File: config.mk
export PLATFORM = sky130hd
export DESIGN_NAME = obd_text_response_decoder
export DESIGN_NICKNAME = d
export VERILOG_FILES = /design/src/sv/odr_pkg.sv /design/src/sv/odr_core.sv /design/src/sv/odr_fifo.sv /design/src/sv/obd_text_response_decoder.sv
export SDC_FILE = /design/constraint.sdc
export NUM_CORES = 1
export LEC_CHECK = 0
export BUFFER_PORTS_ARGS = -buffer_cell sky130_fd_sc_hd__buf_2
export CAP_MARGIN = 20
export CORE_UTILIZATION = 40
export CTS_CLUSTER_DIAMETER = 200
export CTS_CLUSTER_SIZE = 20
export DETAILED_ROUTE_END_ITERATION = 8
export PLACE_DENSITY_LB_ADDON = 0.15
export SYNTH_ARGS = -nofsm -noshare
export SYNTH_HDL_FRONTEND = slang
export SYNTH_SLANG_ARGS = --single-unit
File: constraint.sdc
create_clock -name i_clk -period 4.4 [get_ports i_clk]
set_clock_uncertainty 0.2 [all_clocks]
set_input_delay 0 -clock i_clk [delete_from_list [all_inputs] [get_ports i_clk]]
set_output_delay 0 -clock i_clk [all_outputs]
set_load 0.05 [all_outputs]
File: src/sv/odr_pkg.sv
// ----------------------------------------------------------------------------
// odr_pkg: shared types and helpers for the OBD text response decoder
// Result layout, line phases, status codes and character classification.
// ----------------------------------------------------------------------------
package odr_pkg;

    localparam int MAX_BYTES_DEF = 64;
    localparam int FIFO_DEPTH    = 4;
    localparam int FIFO_AW       = $clog2(FIFO_DEPTH);

    localparam logic [7:0] CH_CR    = 8'h0D;
    localparam logic [7:0] CH_LF    = 8'h0A;
    localparam logic [7:0] CH_PROMPT = 8'h3E;
    localparam logic [7:0] CH_SPACE = 8'h20;
    localparam logic [7:0] CH_TAB   = 8'h09;
    localparam logic [7:0] CH_VT    = 8'h0B;
    localparam logic [7:0] CH_FF    = 8'h0C;

    localparam int NODATA_LEN = 7;
    localparam int ERROR_LEN  = 5;

    localparam logic KIND_BYTE    = 1'b0;
    localparam logic KIND_SUMMARY = 1'b1;

    typedef enum logic [1:0] {
        PH_ID   = 2'd0,
        PH_LEN  = 2'd1,
        PH_DATA = 2'd2
    } t_phase;

    typedef enum logic [1:0] {
        ST_GOOD     = 2'd0,
        ST_REPLY_ERR = 2'd1,
        ST_OVERFLOW = 2'd2
    } t_status;

    typedef struct packed {
        logic       kind;
        logic [7:0] data_byte;
        logic [5:0] byte_index;
        logic [6:0] total_length;
        logic [1:0] status;
        logic       last;
    } t_result;

    typedef struct packed {
        logic    v0;
        logic    v1;
        t_result r0;
        t_result r1;
    } t_push;

    // Returns {valid, value} for one hex digit, either case.
    function automatic logic [4:0] hex_digit(input logic [7:0] c);
        logic [4:0] r;
        r = 5'd0;
        if (c >= 8'h30 && c <= 8'h39) begin
            r = {1'b1, 4'(c - 8'h30)};
        end else if (c >= 8'h41 && c <= 8'h46) begin
            r = {1'b1, 4'(c - 8'h37)};
        end else if (c >= 8'h61 && c <= 8'h66) begin
            r = {1'b1, 4'(c - 8'h57)};
        end
        return r;
    endfunction

    function automatic logic is_blank(input logic [7:0] c);
        return (c == CH_SPACE) || (c == CH_TAB) || (c == CH_VT) || (c == CH_FF);
    endfunction

    function automatic logic [7:0] group_value(input logic [7:0] a, input logic [7:0] b,
                                               input logic have_b);
        logic [4:0] ha;
        logic [4:0] hb;
        logic [7:0] v;
        ha = hex_digit(a);
        hb = have_b ? hex_digit(b) : 5'd0;
        if (is_blank(a)) begin
            v = hb[4] ? {4'd0, hb[3:0]} : 8'd0;
        end else if (!ha[4]) begin
            v = 8'd0;
        end else if (hb[4]) begin
            v = {ha[3:0], hb[3:0]};
        end else begin
            v = {4'd0, ha[3:0]};
        end
        return v;
    endfunction

    function automatic logic [7:0] nodata_ch(input logic [2:0] i);
        logic [7:0] c;
        unique case (i)
            3'd0: c = 8'h4E;
            3'd1: c = 8'h4F;
            3'd2: c = 8'h20;
            3'd3: c = 8'h44;
            3'd4: c = 8'h41;
            3'd5: c = 8'h54;
            3'd6: c = 8'h41;
            default: c = 8'h4E;
        endcase
        return c;
    endfunction

    function automatic logic [7:0] error_ch(input logic [2:0] i);
        logic [7:0] c;
        unique case (i)
            3'd0: c = 8'h45;
            3'd1: c = 8'h52;
            3'd2: c = 8'h52;
            3'd3: c = 8'h4F;
            3'd4: c = 8'h52;
            default: c = 8'h45;
        endcase
        return c;
    endfunction

    // Returns {hit, next progress} of the "NO DATA" matcher.
    function automatic logic [3:0] adv_nodata(input logic [2:0] prog, input logic [7:0] c);
        logic [2:0] p;
        logic       hit;
        p   = (prog >= 3'(NODATA_LEN)) ? 3'd0 : prog;
        hit = 1'b0;
        if (c == nodata_ch(p)) begin
            p = p + 3'd1;
        end else begin
            p = (c == nodata_ch(3'd0)) ? 3'd1 : 3'd0;
        end
        if (p == 3'(NODATA_LEN)) begin
            hit = 1'b1;
            p   = 3'd0;
        end
        return {hit, p};
    endfunction

    // Returns {hit, next progress} of the "ERROR" matcher.
    function automatic logic [3:0] adv_error(input logic [2:0] prog, input logic [7:0] c);
        logic [2:0] p;
        logic       hit;
        p   = (prog >= 3'(ERROR_LEN)) ? 3'd0 : prog;
        hit = 1'b0;
        if (c == error_ch(p)) begin
            p = p + 3'd1;
        end else begin
            p = (c == error_ch(3'd0)) ? 3'd1 : 3'd0;
        end
        if (p == 3'(ERROR_LEN)) begin
            hit = 1'b1;
            p   = 3'd0;
        end
        return {hit, p};
    endfunction

endpackage

File: src/sv/odr_core.sv
// ----------------------------------------------------------------------------
// odr_core: character register and line parser
// Holds the registered input character and the parser state, and produces
// up to two results for each character it consumes.
// ----------------------------------------------------------------------------
module odr_core #(
    parameter int MAX_BYTES = odr_pkg::MAX_BYTES_DEF
) (
    input  logic          i_clk,
    input  logic          i_rst_n,
    input  logic          i_in_valid,
    input  logic [7:0]    i_in_char,
    output logic          o_in_ready,
    input  logic          i_room,
    output odr_pkg::t_push o_push
);
    import odr_pkg::*;

    localparam int CW = $clog2(MAX_BYTES + 1);

    logic          r_valid;
    logic [7:0]    r_char;
    t_phase        r_phase,   n_phase;
    logic [1:0]    r_gp,      n_gp;
    logic [7:0]    r_first,   n_first;
    logic          r_pending, n_pending;
    logic [CW-1:0] r_count,   n_count;
    logic [2:0]    r_nd,      n_nd;
    logic [2:0]    r_er,      n_er;
    logic          r_err,     n_err;
    logic          r_ovf,     n_ovf;

    logic          consume;
    logic [3:0]    nd_adv;
    logic [3:0]    er_adv;
    logic          room_byte;
    logic          byte_ok;
    logic          ovf_now;
    logic [CW-1:0] cnt1;
    t_result       byte_res;
    t_result       sum_res;
    logic [7:0]    byte_val;

    assign consume    = r_valid && i_room;
    assign o_in_ready = !r_valid || consume;

    always_ff @(posedge i_clk) begin
        if (!i_rst_n) begin
            r_valid   <= 1'b0;
            r_phase   <= PH_ID;
            r_gp      <= 2'd0;
            r_first   <= 8'd0;
            r_pending <= 1'b0;
            r_count   <= '0;
            r_nd      <= 3'd0;
            r_er      <= 3'd0;
            r_err     <= 1'b0;
            r_ovf     <= 1'b0;
        end else begin
            if (o_in_ready) begin
                r_valid <= i_in_valid;
            end
            r_phase   <= n_phase;
            r_gp      <= n_gp;
            r_first   <= n_first;
            r_pending <= n_pending;
            r_count   <= n_count;
            r_nd      <= n_nd;
            r_er      <= n_er;
            r_err     <= n_err;
            r_ovf     <= n_ovf;
        end
    end

    always_ff @(posedge i_clk) begin
        if (o_in_ready && i_in_valid) begin
            r_char <= i_in_char;
        end
    end

    always_comb begin
        n_phase   = r_phase;
        n_gp      = r_gp;
        n_first   = r_first;
        n_pending = r_pending;
        n_count   = r_count;
        n_nd      = r_nd;
        n_er      = r_er;
        n_err     = r_err;
        n_ovf     = r_ovf;
        o_push    = '0;

        nd_adv    = adv_nodata(r_nd, r_char);
        er_adv    = adv_error(r_er, r_char);
        room_byte = r_count < CW'(MAX_BYTES);

        // A byte is either the flushed lone character or a completed pair.
        if (r_gp == 2'd1 && r_phase != PH_ID && r_phase != PH_LEN) begin
            byte_val = group_value(r_first, r_char, 1'b1);
        end else begin
            byte_val = group_value(r_first, 8'd0, 1'b0);
        end

        byte_res              = '0;
        byte_res.kind         = KIND_BYTE;
        byte_res.data_byte    = byte_val;
        byte_res.byte_index   = 6'(r_count);

        byte_ok = r_pending && room_byte;
        ovf_now = r_ovf || (r_pending && !room_byte);
        cnt1    = byte_ok ? r_count + CW'(1) : r_count;

        sum_res              = '0;
        sum_res.kind         = KIND_SUMMARY;
        sum_res.total_length = 7'(cnt1);
        sum_res.last         = 1'b1;
        if (r_err || nd_adv[3] || er_adv[3]) begin
            sum_res.status = ST_REPLY_ERR;
        end else if (ovf_now) begin
            sum_res.status = ST_OVERFLOW;
        end else begin
            sum_res.status = ST_GOOD;
        end

        if (consume) begin
            n_nd  = nd_adv[2:0];
            n_er  = er_adv[2:0];
            n_err = r_err || nd_adv[3] || er_adv[3];

            if (r_char == CH_PROMPT) begin
                if (byte_ok) begin
                    o_push.v0 = 1'b1;
                    o_push.r0 = byte_res;
                    o_push.v1 = 1'b1;
                    o_push.r1 = sum_res;
                end else begin
                    o_push.v0 = 1'b1;
                    o_push.r0 = sum_res;
                end
                n_phase   = PH_ID;
                n_gp      = 2'd0;
                n_first   = 8'd0;
                n_pending = 1'b0;
                n_count   = '0;
                n_nd      = 3'd0;
                n_er      = 3'd0;
                n_err     = 1'b0;
                n_ovf     = 1'b0;
            end else if (r_char == CH_CR || r_char == CH_LF) begin
                if (byte_ok) begin
                    o_push.v0      = 1'b1;
                    o_push.r0      = byte_res;
                    o_push.r0.last = 1'b1;
                end
                n_count   = cnt1;
                n_ovf     = ovf_now;
                n_pending = 1'b0;
                n_phase   = PH_ID;
                n_gp      = 2'd0;
            end else begin
                unique case (r_phase)
                    PH_ID: begin
                        if (r_char == CH_SPACE) begin
                            n_phase = PH_LEN;
                            n_gp    = 2'd0;
                        end
                    end
                    PH_LEN: begin
                        if (r_gp == 2'd2) begin
                            n_phase = PH_DATA;
                            n_gp    = 2'd0;
                        end else begin
                            n_gp = r_gp + 2'd1;
                        end
                    end
                    default: begin
                        if (r_gp == 2'd0) begin
                            n_first   = r_char;
                            n_pending = 1'b1;
                            n_gp      = 2'd1;
                        end else if (r_gp == 2'd1) begin
                            if (room_byte) begin
                                o_push.v0      = 1'b1;
                                o_push.r0      = byte_res;
                                o_push.r0.last = 1'b1;
                                n_count        = r_count + CW'(1);
                            end else begin
                                n_ovf = 1'b1;
                            end
                            n_pending = 1'b0;
                            n_gp      = 2'd2;
                        end else begin
                            n_gp = 2'd0;
                        end
                    end
                endcase
            end
        end
    end

endmodule

File: src/sv/odr_fifo.sv
// ----------------------------------------------------------------------------
// odr_fifo: result queue
// Small register queue that takes up to two results per cycle and hands
// one per cycle to the output channel while it is ready.
// ----------------------------------------------------------------------------
module odr_fifo (
    input  logic             i_clk,
    input  logic             i_rst_n,
    input  odr_pkg::t_push   i_push,
    output logic             o_room,
    output logic             o_valid,
    input  logic             i_ready,
    output odr_pkg::t_result o_res
);
    import odr_pkg::*;

    t_result                r_mem [FIFO_DEPTH];
    logic [FIFO_AW-1:0]     r_wp, n_wp;
    logic [FIFO_AW-1:0]     r_rp, n_rp;
    logic [FIFO_AW:0]       r_cnt, n_cnt;
    logic                   pop;
    logic [FIFO_AW:0]       n_in;
    logic [FIFO_AW-1:0]     wp1;

    assign o_valid = r_cnt != '0;
    assign o_res   = r_mem[r_rp];
    assign o_room  = r_cnt <= (FIFO_AW + 1)'(FIFO_DEPTH - 2);
    assign pop     = o_valid && i_ready;
    assign wp1     = r_wp + FIFO_AW'(1);

    always_comb begin
        n_in  = (FIFO_AW + 1)'(i_push.v0) + (FIFO_AW + 1)'(i_push.v1);
        n_wp  = r_wp + n_in[FIFO_AW-1:0];
        n_rp  = pop ? r_rp + FIFO_AW'(1) : r_rp;
        n_cnt = r_cnt + n_in - (FIFO_AW + 1)'(pop);
    end

    always_ff @(posedge i_clk) begin
        if (!i_rst_n) begin
            r_wp  <= '0;
            r_rp  <= '0;
            r_cnt <= '0;
        end else begin
            r_wp  <= n_wp;
            r_rp  <= n_rp;
            r_cnt <= n_cnt;
        end
    end

    always_ff @(posedge i_clk) begin
        if (i_push.v0) begin
            r_mem[r_wp] <= i_push.r0;
        end
        if (i_push.v1) begin
            r_mem[wp1] <= i_push.r1;
        end
    end

endmodule

File: src/sv/obd_text_response_decoder.sv
// Throughput: one character per cycle while the result queue has room;
// one result leaves per cycle while the output is ready.
// A prompt with a pending byte that fits gives two results.
// Reset is synchronous and active low and returns the parser to line start.
// ----------------------------------------------------------------------------
// obd_text_response_decoder: OBD adapter text reply decoder
// Parses reply text into data bytes and an end of response summary.
// ----------------------------------------------------------------------------
module obd_text_response_decoder #(
    parameter int MAX_BYTES = odr_pkg::MAX_BYTES_DEF
) (
    input  logic       i_clk,
    input  logic       i_rst_n,
    input  logic       i_in_valid,
    output logic       o_in_ready,
    input  logic [7:0] i_in_char,
    output logic       o_out_valid,
    input  logic       i_out_ready,
    output logic       o_kind,
    output logic [7:0] o_data_byte,
    output logic [5:0] o_byte_index,
    output logic [6:0] o_total_length,
    output logic [1:0] o_status,
    output logic       o_last
);
    import odr_pkg::*;

    t_push   push;
    logic    room;
    t_result res;

    odr_core #(
        .MAX_BYTES(MAX_BYTES)
    ) u_core (
        .i_clk      (i_clk),
        .i_rst_n    (i_rst_n),
        .i_in_valid (i_in_valid),
        .i_in_char  (i_in_char),
        .o_in_ready (o_in_ready),
        .i_room     (room),
        .o_push     (push)
    );

    odr_fifo u_fifo (
        .i_clk   (i_clk),
        .i_rst_n (i_rst_n),
        .i_push  (push),
        .o_room  (room),
        .o_valid (o_out_valid),
        .i_ready (i_out_ready),
        .o_res   (res)
    );

    assign o_kind         = res.kind;
    assign o_data_byte    = res.data_byte;
    assign o_byte_index   = res.byte_index;
    assign o_total_length = res.total_length;
    assign o_status       = res.status;
    assign o_last         = res.last;

endmodule
==> results.tsv <==
metric	value	unit
start_kind	flip-flop	
synth_cells	763	
cts_buffer_depth	2	
row_count	50	
vias_per_cell	5.80	
port_buffers	38	
worst_pin_slew	0.971	ns
hpwl	13.6	mm
max_slew_margin	35.3	%
synth_seq_cells	146	
ys_seq_area_share	44.9	%
synthTopCellsByArea	dfxtp_1, edfxtp_1, mux4_2	
synth.top_cell.area_share	24.5	%
finalHoldViolCount	0	
wirelength	19.5	mm
cp_max_fo	11	
nNetsFinal	834	
root_buffer	clkbuf_16	
endpoint	u_fifo.r_cnt[2]	
start_util	40.9	%
grt_pass1_wl	31.6	mm
netlist_top_cells_count	dfxtp_1, o21ai_0, edfxtp_1	
fin_crit_sh	85.0	%
h-tree-depth	4	
r2r-end	u_fifo.r_cnt[2]	
drv_slew	0	
dieHeight	141	um
cp.required	4.52	ns
die_w	141	um
rsz0062_at_grt	false	
maxCapViolations	0	
final_antenna_net_count	0	
ys.flop_type	dfxtp_1	
fillerInstances	1737	
antenna_found_initial	0	
finalPower	3.51	mW
synth_nets	805	
cp.arrival	3.86	ns
clock-sinks	146	
avgRoutedWirePerCell	18.8	um
endpoint_kind	flip-flop	
coreArea	18800	um2
gp_congestion	0.867	
vias	6025	
track_usage	20.7	%
fin_setup_tns	0	ns
synth_area	7680	um2
setup_viol	0	
worstSkewPairLatency	0.42	ns
fin_cells	1039	
grt.overflow.total	0	
timing.fmax	0.267	GHz
grt_pass1_vias	5935	
grt_max_degree	35	
drcViolationCount	0	
synth-edff-count	52	
hold_path_class	primary input to flip-flop	
cts_made_buffers	17	
ioPinCount	39	
async_flop_share	0	%
rrSetupSlack	0.66	ns
drt_first_iter_violations	400	
critPathKind	flip-flop to flip-flop	
status	completed	
synth_cell_types	75	
diodes	0	
p_per_area	402	nW/um2
ir_drop	0.279	mV
critPathLaunch	u_core.r_char[1]	
path_clk_slew	0.06	ns
leakage	3.27	nW
yosysMostFrequentCell	dfxtp_1	
postSynthAreaPerCell	10.1	um2
cts_tree	built	
synth_top_area_cell	dfxtp_1	
syn_to_final_growth	13.8	%
drt_pass1_iterations	5	
dieArea	19700	um2
holdWs	0.0805	ns
drive_gt1_share	15.5	%
cts_resized	0	
fin_crit	3.74	ns
ff2ff_path_depth	14	
place_inst	994	
rr_startpoint	u_core.r_char[1]	
yosysWarnings	0	
flip-flops by register name, indices dropped and copies added, names as in the netlist, 3 cells and up, named ones only:
name and flops:
u_core.r_char 8, u_core.r_count 7, u_core.r_er 3, u_core.r_first 8
u_core.r_nd 3, u_fifo.r_cnt 3, u_fifo.r_mem 100
worst max-delay path, cell delays in order, from the launching register on:
cell	delay, ns
edfxtp_1	0.56
inv_1	0.20
ha_1	0.26
mux2_2	0.23
nand3_2	0.14
a31oi_4	0.26
nand2_2	0.09
inv_2	0.22
ha_1	0.24
inv_1	0.05
ha_1	0.31
fa_1	0.44
xor2_1	0.17
xnor2_1	0.12
and2_1	0.15
kinds of logic after synthesis:
group / Yosys count / synth area share (%)
XOR/XNOR: 15 / 1.71
multiplexers: 36 / 8.82
AO/OA/AOI/OAI: 201 / 17.6
adder cells (fa/ha/maj): 30 / 4.99
flip-flops: 146 / 44.9
AND/OR/NAND/NOR: 253 / 17.6
buffers and inverters: 82 / 4.47
what timing repair did:
action                                 4_1_cts  5_1_grt
setup endpoints to repair                    0        0
endpoints found under the hold margin       49        0
buffers inserted                             0        0
hold buffers                                13        0
placed cells by master (no fill, tap or decap), types with 18 or more instances in the layout:
cell type / instances
o21ai_0: 67
ha_1: 29
o31ai_1: 18
nand3_1: 45
buf_2: 38
dfxtp_1: 93
mux4_2: 25
nand2_1: 47
nor2_1: 49
clkbuf_16: 20
a21oi_1: 23
a22o_1: 24
nor2b_1: 18
inv_1: 28
edfxtp_1: 52
layout make-up:
type                            instances  area [um2]  share of cell area, %
Multi-Input combinational cell        535        3890                   44.5
Sequential cell                       146        3440                   39.4
Clock buffer                           23         532                   6.09
Timing Repair Buffer                   62         403                   4.61
Tap cell                              234         293                   3.35
Inverter                               30         113                   1.29
Clock inverter                          9        61.3                  0.702
report_power, final:
part           internal (mW)  switching (mW)
Combinational          0.232           0.322
Clock                  0.856           0.580
Sequential              1.43          0.0939
Total                   2.51           0.995
worst min-delay path by stage:
stage | cells after the start | to | start | slack (ns)
2_1_floorplan | 0 | u_core.r_char[0] | i_in_char[0] | -0.10
3_3_place_gp | 1 | u_core.r_char[3] | i_in_char[3] | -0.02
5_1_grt | 2 | u_core.r_char[7] | i_in_char[7] | 0.08
3_5_place_dp | 1 | u_core.r_char[2] | i_in_char[2] | -0.02
4_1_cts | 2 | u_core.r_char[2] | i_in_char[2] | 0.07
6_report | 2 | u_core.r_char[2] | i_in_char[2] | 0.08
metal layers:
layer  vias up  wire [um]  track usage (%)
met5         -          0                0
met1      2951       8570             25.4
li1       2888          -                -
met4         0        477             8.18
met2       152       9690             36.2
met3        34        750             3.56
stage by stage:
step | utilization, % | cell area [um2] | worst slack [ns]
finish | 46.5 | 8740 | 0.661
global route | 46.5 | 8740 | 0.440
CTS | 46.5 | 8740 | 0.660
detailed placement | 42.7 | 8010 | 0.690
global placement | 42.7 | 8010 | 0.779
floorplan | - | 7680 | 0.869
(Power assumes the default switching activity.)
